`config.mk`:
```
export PLATFORM = sky130hd
export DESIGN_NAME = command_token_decoder
export DESIGN_NICKNAME = d
export VERILOG_FILES = /design/src/design/ctd_pkg.sv /design/src/design/command_token_decoder.sv
export SDC_FILE = /design/constraint.sdc
export NUM_CORES = 1
export LEC_CHECK = 0
export BUFFER_PORTS_ARGS = -buffer_cell sky130_fd_sc_hd__buf_2
export CORE_MARGIN = 8
export CORE_UTILIZATION = 62
export CTS_CLUSTER_DIAMETER = 120
export DETAILED_ROUTE_END_ITERATION = 8
export GPL_TIMING_DRIVEN = 1
export PLACE_DENSITY = 0.85
export SYNTH_ARGS = -nofsm -noshare
export SYNTH_HDL_FRONTEND = slang
export SYNTH_SLANG_ARGS = --single-unit
```
`constraint.sdc`:
```
create_clock -name clk -period 6.1 [get_ports clk]
set_input_delay 0.915 -clock clk [delete_from_list [all_inputs] [get_ports clk]]
set_output_delay 0.915 -clock clk [all_outputs]
set_load 0.02 [all_outputs]
```
`src/design/ctd_pkg.sv`:
```
// Package for the command token decoder: token and keyword codes, limits,
// and the character helpers used by the per-byte decode logic.
// No dependencies.
`default_nettype none

package ctd_pkg;

    // Limits of the decoder.
    localparam int MAX_TOKENS  = 3;
    localparam int MSG_LENGTH  = 256;
    localparam int POS_W       = $clog2(MSG_LENGTH);
    localparam int TOK_CNT_W   = $clog2(MAX_TOKENS + 1);
    localparam int NUM_KW      = 3;
    localparam int CHAR_CNT_W  = 3;
    localparam int HEX_W       = 16;

    // Stream payload layout.
    localparam int OUT_TDATA_W = 32;
    localparam int OUT_TUSER_W = 3;

    localparam logic [7:0] CHAR_END   = 8'h00;
    localparam logic [7:0] CHAR_SPACE = 8'h20;
    localparam logic [7:0] CHAR_ZERO  = 8'h30;
    localparam logic [7:0] CHAR_NINE  = 8'h39;
    localparam logic [7:0] CHAR_X     = 8'h78;
    localparam logic [7:0] CHAR_A     = 8'h41;
    localparam logic [7:0] CHAR_F     = 8'h46;

    typedef enum logic [1:0] {
        TOK_KEYWORD = 2'd0,
        TOK_NUMBER  = 2'd1,
        TOK_STRING  = 2'd2
    } token_type_t;

    typedef enum logic [1:0] {
        KW_LOAD  = 2'd0,
        KW_STORE = 2'd1,
        KW_RESET = 2'd2
    } kw_code_t;

    // Keyword spellings, first character in the top byte, padded with zeros.
    localparam logic [39:0] KW_LOAD_TEXT  = {"load", 8'h00};
    localparam logic [39:0] KW_STORE_TEXT = "store";
    localparam logic [39:0] KW_RESET_TEXT = "reset";

    function automatic logic [CHAR_CNT_W-1:0] kw_len(input kw_code_t k);
        case (k)
            KW_LOAD:  kw_len = 3'd4;
            KW_STORE: kw_len = 3'd5;
            KW_RESET: kw_len = 3'd5;
            default:  kw_len = 3'd0;
        endcase
    endfunction

    // True when character c at position p rules out keyword k.
    function automatic logic kw_mismatch(input kw_code_t k,
                                         input logic [CHAR_CNT_W-1:0] p,
                                         input logic [7:0] c);
        logic [39:0] txt;
        logic [2:0]  idx;
        case (k)
            KW_LOAD:  txt = KW_LOAD_TEXT;
            KW_STORE: txt = KW_STORE_TEXT;
            KW_RESET: txt = KW_RESET_TEXT;
            default:  txt = '0;
        endcase
        idx = 3'd4 - p;
        if (p >= kw_len(k))
            kw_mismatch = 1'b1;
        else
            kw_mismatch = (c != txt[{idx, 3'b000} +: 8]);
    endfunction

    // Upper-case hex digit: bit 4 is set when c is a digit, bits 3:0 its value.
    function automatic logic [4:0] hex_digit(input logic [7:0] c);
        logic [7:0] diff;
        if (c >= CHAR_ZERO && c <= CHAR_NINE)
        begin
            diff = c - CHAR_ZERO;
            hex_digit = {1'b1, diff[3:0]};
        end
        else if (c >= CHAR_A && c <= CHAR_F)
        begin
            diff = c - CHAR_A + 8'd10;
            hex_digit = {1'b1, diff[3:0]};
        end
        else
        begin
            diff = '0;
            hex_digit = {1'b0, diff[3:0]};
        end
    endfunction

endpackage

`default_nettype wire

```
`src/design/command_token_decoder.sv`:
```
// Command token decoder: splits a zero-terminated byte stream into
// space-delimited tokens and classifies each as keyword, number or string.
// Registered: a result shows on the master side the cycle after its byte is accepted.
// Throughput: one byte per cycle unless the master side stalls; the single output register is refilled while drained.
// Reset: rst_n clears all token state and the output valid; a zero byte rearms it too.
// Depends on ctd_pkg.
`default_nettype none

module command_token_decoder (
    input  wire logic                               clk,
    input  wire logic                               rst_n,
    input  wire logic                               s_axis_tvalid,
    output logic                                    s_axis_tready,
    input  wire logic [7:0]                         s_axis_tdata,  // [7:0] char_in
    output logic                                    m_axis_tvalid,
    input  wire logic                               m_axis_tready,
    // [1:0] keyword_code, [17:2] number_value, [25:18] token_start,
    // [27:26] token_index, [29:28] token_count, [31:30] zero
    output logic [ctd_pkg::OUT_TDATA_W-1:0]         m_axis_tdata,
    // [0] token_valid, [2:1] token_type
    output logic [ctd_pkg::OUT_TUSER_W-1:0]         m_axis_tuser,
    output logic                                    m_axis_tlast   // message_end
);
    import ctd_pkg::*;

    // Token state.
    logic                    inside_reg,   inside_next;
    logic [TOK_CNT_W-1:0]    found_reg,    found_next;
    logic [POS_W-1:0]        pos_reg,      pos_next;
    logic [POS_W-1:0]        start_reg,    start_next;
    logic [CHAR_CNT_W-1:0]   chars_reg,    chars_next;
    logic [NUM_KW-1:0]       kw_flags_reg, kw_flags_next;
    logic                    hex_ok_reg,   hex_ok_next;
    logic [HEX_W-1:0]        hex_acc_reg,  hex_acc_next;
    logic                    ignore_reg,   ignore_next;

    // Output register.
    logic                    out_valid_reg;
    logic [OUT_TDATA_W-1:0]  out_data_reg, out_data_next;
    logic [OUT_TUSER_W-1:0]  out_user_reg, out_user_next;
    logic                    out_last_reg, out_last_next;

    logic                    accept;
    logic                    is_end;
    logic                    is_space;
    logic                    close_now;
    logic                    emit;
    logic [TOK_CNT_W-1:0]    found_inc;

    // Running token values, or their start values when a new token opens on this byte.
    logic [NUM_KW-1:0]       eff_flags;
    logic [CHAR_CNT_W-1:0]   eff_chars;
    logic                    eff_hex_ok;
    logic [HEX_W-1:0]        eff_acc;
    logic [POS_W-1:0]        eff_start;

    logic [NUM_KW-1:0]       abs_flags;
    logic [CHAR_CNT_W-1:0]   abs_chars;
    logic                    abs_hex_ok;
    logic [HEX_W-1:0]        abs_acc;
    logic [4:0]              digit;

    token_type_t             close_type;
    kw_code_t                close_code;
    logic [HEX_W-1:0]        close_value;

    token_type_t             res_type;
    kw_code_t                res_code;
    logic [HEX_W-1:0]        res_value;
    logic [7:0]              res_start;
    logic [1:0]              res_index;
    logic [1:0]              res_count;

    assign s_axis_tready = !out_valid_reg || m_axis_tready;
    assign accept        = s_axis_tvalid && s_axis_tready;
    assign is_end        = (s_axis_tdata == CHAR_END);
    assign is_space      = (s_axis_tdata == CHAR_SPACE);
    assign close_now     = inside_reg && (is_end || (!ignore_reg && is_space));
    assign emit          = is_end || close_now;
    assign found_inc     = found_reg + 1'b1;

    assign eff_flags  = inside_reg ? kw_flags_reg : '1;
    assign eff_chars  = inside_reg ? chars_reg    : '0;
    assign eff_hex_ok = inside_reg ? hex_ok_reg   : 1'b1;
    assign eff_acc    = inside_reg ? hex_acc_reg  : '0;
    assign eff_start  = inside_reg ? start_reg    : pos_reg;

    // Fold one character into the running keyword and hex match.
    always_comb
    begin
        abs_flags  = eff_flags;
        abs_hex_ok = eff_hex_ok;
        abs_acc    = eff_acc;
        digit      = hex_digit(s_axis_tdata);
        for (int k = 0; k < NUM_KW; k++)
        begin
            if (kw_mismatch(kw_code_t'(k), eff_chars, s_axis_tdata))
                abs_flags[k] = 1'b0;
        end
        if (eff_chars == 3'd0)
        begin
            if (s_axis_tdata != CHAR_ZERO)
                abs_hex_ok = 1'b0;
        end
        else if (eff_chars == 3'd1)
        begin
            if (s_axis_tdata != CHAR_X)
                abs_hex_ok = 1'b0;
        end
        else if (eff_chars <= 3'd5)
        begin
            if (!digit[4])
                abs_hex_ok = 1'b0;
            abs_acc = {eff_acc[HEX_W-5:0], digit[3:0]};
        end
        else
        begin
            abs_hex_ok = 1'b0;
        end
        abs_chars = (eff_chars == 3'd7) ? eff_chars : eff_chars + 1'b1;
    end

    // Classify the token that is open now.
    always_comb
    begin
        close_type  = TOK_STRING;
        close_code  = KW_LOAD;
        close_value = '0;
        for (int k = 0; k < NUM_KW; k++)
        begin
            if (kw_flags_reg[k] && chars_reg == kw_len(kw_code_t'(k)))
            begin
                close_type = TOK_KEYWORD;
                close_code = kw_code_t'(k);
            end
        end
        if (close_type != TOK_KEYWORD && hex_ok_reg && chars_reg >= 3'd3)
        begin
            close_type  = TOK_NUMBER;
            close_value = hex_acc_reg;
        end
    end

    // State update for one accepted byte.
    always_comb
    begin
        inside_next   = inside_reg;
        found_next    = found_reg;
        pos_next      = pos_reg;
        start_next    = start_reg;
        chars_next    = chars_reg;
        kw_flags_next = kw_flags_reg;
        hex_ok_next   = hex_ok_reg;
        hex_acc_next  = hex_acc_reg;
        ignore_next   = ignore_reg;
        if (accept)
        begin
            if (is_end)
            begin
                inside_next   = 1'b0;
                found_next    = '0;
                pos_next      = '0;
                start_next    = '0;
                chars_next    = '0;
                kw_flags_next = '1;
                hex_ok_next   = 1'b1;
                hex_acc_next  = '0;
                ignore_next   = 1'b0;
            end
            else
            begin
                if (!ignore_reg)
                begin
                    if (is_space)
                    begin
                        if (inside_reg)
                        begin
                            inside_next = 1'b0;
                            found_next  = found_inc;
                            if (int'(found_inc) >= MAX_TOKENS)
                                ignore_next = 1'b1;
                        end
                    end
                    else
                    begin
                        inside_next   = 1'b1;
                        start_next    = eff_start;
                        chars_next    = abs_chars;
                        kw_flags_next = abs_flags;
                        hex_ok_next   = abs_hex_ok;
                        hex_acc_next  = abs_acc;
                    end
                end
                if (pos_reg == POS_W'(MSG_LENGTH - 1))
                    pos_next = '0;
                else
                    pos_next = pos_reg + 1'b1;
            end
        end
    end

    // Result fields; token fields read zero when no token closes.
    always_comb
    begin
        res_type  = close_now ? close_type  : TOK_KEYWORD;
        res_code  = (close_now && close_type == TOK_KEYWORD) ? close_code : KW_LOAD;
        res_value = close_now ? close_value : '0;
        res_start = close_now ? 8'(start_reg) : 8'd0;
        res_index = close_now ? 2'(found_reg) : 2'd0;
        if (is_end)
            res_count = close_now ? 2'(found_inc) : 2'(found_reg);
        else
            res_count = 2'd0;
        out_data_next = {2'b00, res_count, res_index, res_start, res_value, res_code};
        out_user_next = {res_type, close_now};
        out_last_next = is_end;
    end

    always_ff @(posedge clk or negedge rst_n)
    begin
        if (!rst_n)
        begin
            inside_reg    <= 1'b0;
            found_reg     <= '0;
            pos_reg       <= '0;
            start_reg     <= '0;
            chars_reg     <= '0;
            kw_flags_reg  <= '1;
            hex_ok_reg    <= 1'b1;
            hex_acc_reg   <= '0;
            ignore_reg    <= 1'b0;
            out_valid_reg <= 1'b0;
        end
        else
        begin
            inside_reg    <= inside_next;
            found_reg     <= found_next;
            pos_reg       <= pos_next;
            start_reg     <= start_next;
            chars_reg     <= chars_next;
            kw_flags_reg  <= kw_flags_next;
            hex_ok_reg    <= hex_ok_next;
            hex_acc_reg   <= hex_acc_next;
            ignore_reg    <= ignore_next;
            if (s_axis_tready)
                out_valid_reg <= accept && emit;
        end
    end

    always_ff @(posedge clk)
    begin
        if (accept && emit)
        begin
            out_data_reg <= out_data_next;
            out_user_reg <= out_user_next;
            out_last_reg <= out_last_next;
        end
    end

    assign m_axis_tvalid = out_valid_reg;
    assign m_axis_tdata  = out_data_reg;
    assign m_axis_tuser  = out_user_reg;
    assign m_axis_tlast  = out_last_reg;

`ifndef SYNTHESIS
    // A result that does not end the message must close a token.
    assert property (@(posedge clk) disable iff (!rst_n)
        m_axis_tvalid && !m_axis_tlast |-> m_axis_tuser[0])
        else $error("result without token or message end");

    // The token count is only reported with the end of a message.
    assert property (@(posedge clk) disable iff (!rst_n)
        m_axis_tvalid && !m_axis_tlast |-> m_axis_tdata[29:28] == 2'd0)
        else $error("token count outside message end");

    // Bytes are ignored only once the token limit has been reached.
    assert property (@(posedge clk) disable iff (!rst_n)
        ignore_reg |-> int'(found_reg) == MAX_TOKENS && !inside_reg)
        else $error("ignoring bytes below the token limit");

    // A zero byte rearms the decoder on the next cycle.
    assert property (@(posedge clk) disable iff (!rst_n)
        accept && is_end |=> !inside_reg && found_reg == '0 && pos_reg == '0)
        else $error("decoder not rearmed after message end");
`endif

endmodule

`default_nettype wire

```
==> qor.yml <==
clocking:
  cts.clk_slew.worst_paths_ps: 70
  cts-buffers-inserted: 9
  root_buffer: "clkbuf_8"
  post_cts_buffers: 0
  cts_tree: "built"
  clock_sinks: 78
  clk_latency_ps: 340
  ctsHoldBuffers: 0
  htree_levels: 3
  cts_resized: 0
  clk_path_buf_depth: 2
power:
  power_density_nw_per_um2: 375
  p_int_mw: 1.11
  ir_drop_uv: 306
  clkPwrFrac_pct: 28.3
  switching_power_mw: 0.556
  switching_share_pct: 33.4
  seq_power_share_pct: 42.4
  comb_power_share_pct: 29.3
  p_leak_nw: 1.94
drt:
  vias: 2873
  drc: 0
  dr.pass1.iters: 5
  routed_wl_um: 8030
  wire_per_inst_um: 16.9
  viasPerCell: 6.04
  drtAntennaViolNets: 0
  drt_iter0_drc: 220
logic_synthesis:
  ys_warn_count: 0
  ys_ff_latch: 78
  syn_area_sq_um: 3970
  synth-edff-count: 34
  synth.top_cells.by_count: "dfrtp_1, edfxtp_1, and2_1, nor2_1, nand2_1"
  ys_types: 61
  synthCells: 355
  async_flop_share_pct: 56.4
  synthTopCellsByArea: "edfxtp_1, dfrtp_1, a22o_1"
  synth_top_area_share_pct: 25.7
  ys_seq_area_share_pct: 53.6
  synth_top_area_cell: "edfxtp_1"
  yosys.cell_count.top_type: "dfrtp_1"
  synth_top_flop_cell: "dfrtp_1"
  synth_area_per_cell_sq_um: 11.2
timing:
  clock_skew_ps: 8.58
  slew_headroom_pct: 34.2
  finalSetupViolCount: 0
  fmax_ghz: 0.328
  maxSlewViolCount: 0
  layout_setup_ws_ps: 3050
  tightest_slew_ps: 987
  finalHoldViolations: 0
  setup_tns_ps: 0
  min_period_over_period_pct: 50.0
  rsz0062_at_grt: "no"
  fin_crit_ps: 3050
worst_setup_path:
  critPathKind: "input port to flip-flop"
  crit_required_ps: 6090
  crit_fanout: 36
  slowest_delay_ps: 580
  cp-end-kind: "flip-flop"
  cp.arrival_ps: 3040
  cp_slowest_cell: "and4_1"
  r2r_setup_slack_ps: 3070
  worstPathCellList: "buf_2 > inv_1 > ha_1 > nor3b_4 > and4_1 > nor2_1 > nor2_2 > buf_4"
  startpoint_type: "input port"
global_route:
  overflow: 0
  grt_pass1_vias: 2615
  grt_max_degree: 45
  antenna_found_initial: 0
  grt_usage_pct: 18.0
  grt_pass1_wl_um: 13000
cells_and_area:
  fill_cells: 429
  nNetsFinal: 419
  multi_input_area_sq_um: 1670
  syn_to_final_growth_pct: 11.9
  drive_gt1_share_pct: 20.6
  largest_register_ffs: 30
  final_area_sq_um: 4440
  regArea_sq_um: 2130
  diodes: 0
placement:
  dpl_worst_slack_ps: 2700
  hpwl_um: 5680
  gp_congestion: 0.927
  io_buffers: 47
  postPlaceCellArea_sq_um: 4200
die:
  core_sq_um: 6280
  rows: 29
  design.die.area_sq_um: 9220
  start_util_pct: 63.2
  io-pin-count: 50
  die_x_um: 96.0
  die_h_um: 96.0
run_status:
  status: "finished, final reports clean"
run:
  drv_cap: 0
worst_hold_path:
  hold_class: "flip-flop to flip-flop"
-- power groups by stage --
stage,Clock [mW],Combinational [mW],Sequential (mW)
after floorplan,0,0.417,0.670
after detailed placement,0,0.479,0.713
after global placement,0,0.462,0.707
after global routing,0.494,0.546,0.718
final,0.472,0.488,0.707
after CTS,0.471,0.483,0.704
-- cell usage in the layout, fill, tap and decap left out, types with 4 or more instances in the layout --
| master | n |
|---|---|
| inv_1 | 14 |
| o21ai_0 | 13 |
| dfstp_2 | 4 |
| nand2_1 | 23 |
| mux2i_1 | 4 |
| a22o_1 | 20 |
| ha_1 | 13 |
| nand3_1 | 10 |
| nor2_1 | 25 |
| and2_1 | 27 |
| nor2b_1 | 5 |
| xnor2_1 | 13 |
| clkbuf_8 | 10 |
| a31oi_1 | 7 |
| dfrtp_1 | 40 |
| edfxtp_1 | 34 |
| a21oi_1 | 9 |
| nor3_1 | 4 |
| and3_1 | 6 |
| buf_2 | 47 |
| o2bb2ai_1 | 4 |
| xor2_1 | 4 |
-- cell families after synthesis --
kind of cell,after synthesis,share of synthesized area (%)
compound gates,77,14.6
xor+xnor,17,3.75
fa+ha+maj,13,4.10
buf+inv,36,4.44
flops,78,53.6
mux,6,1.58
other cells,1,0.0945
simple gates,127,17.8
-- critical path: cells and delay by family --
family | cells | cell delay [ps]
adder cells (fa/ha/maj) | 1 | 210
buffers and inverters | 3 | 730
AND/OR/NAND/NOR | 4 | 1160
-- worst paths after layout --
| path | to | startpoint | cells after the start |
|---|---|---|---|
| max reg2reg | kw_flags_reg[1] | inside_reg | 9 |
| min in group asynchronous | start_reg[4] | rst_n | 1 |
| min | kw_flags_reg[0] | kw_flags_reg[0] | 2 |
| max in group asynchronous | hex_acc_reg[3] | rst_n | 1 |
| max | m_axis_tdata[4] | s_axis_tdata[0] | 8 |
| min reg2reg | kw_flags_reg[0] | kw_flags_reg[0] | 2 |
-- final cells by class --
class                      instances  area share [%]
clock buffer                      11            3.18
multi-input combinational        242            37.6
inverter                          15            1.27
clock inverter                     5            2.42
sequential                        78            47.9
timing repair buffer              48            5.46
tap                               77            2.17
-- stage by stage --
| step | power, mW | util [%] | hold slack [ps] | instances |
|---|---|---|---|---|
| 6_report | 1.67 | 70.8 | 475 | 476 |
| 2_1_floorplan | 1.09 | - | 439 | 356 |
| 5_1_grt | 1.76 | 70.8 | 489 | 476 |
| 4_1_cts | 1.66 | 70.8 | 476 | 476 |
| 3_3_place_gp | 1.17 | 66.8 | 448 | 460 |
| 3_5_place_dp | 1.19 | 66.8 | 464 | 460 |
-- layer usage --
metal | global-route usage (%) | wire, um | part of all wire [%] | up-vias
li1 | - | - | - | 1355
met1 | 24.5 | 3530 | 44 | 1375
met2 | 28.2 | 3800 | 47 | 128
met3 | 3.43 | 606 | 7.5 | 15
met4 | 6.15 | 90 | 1.1 | 0
met5 | 0 | 0 | 0 | -
(Power assumes the default switching activity.)
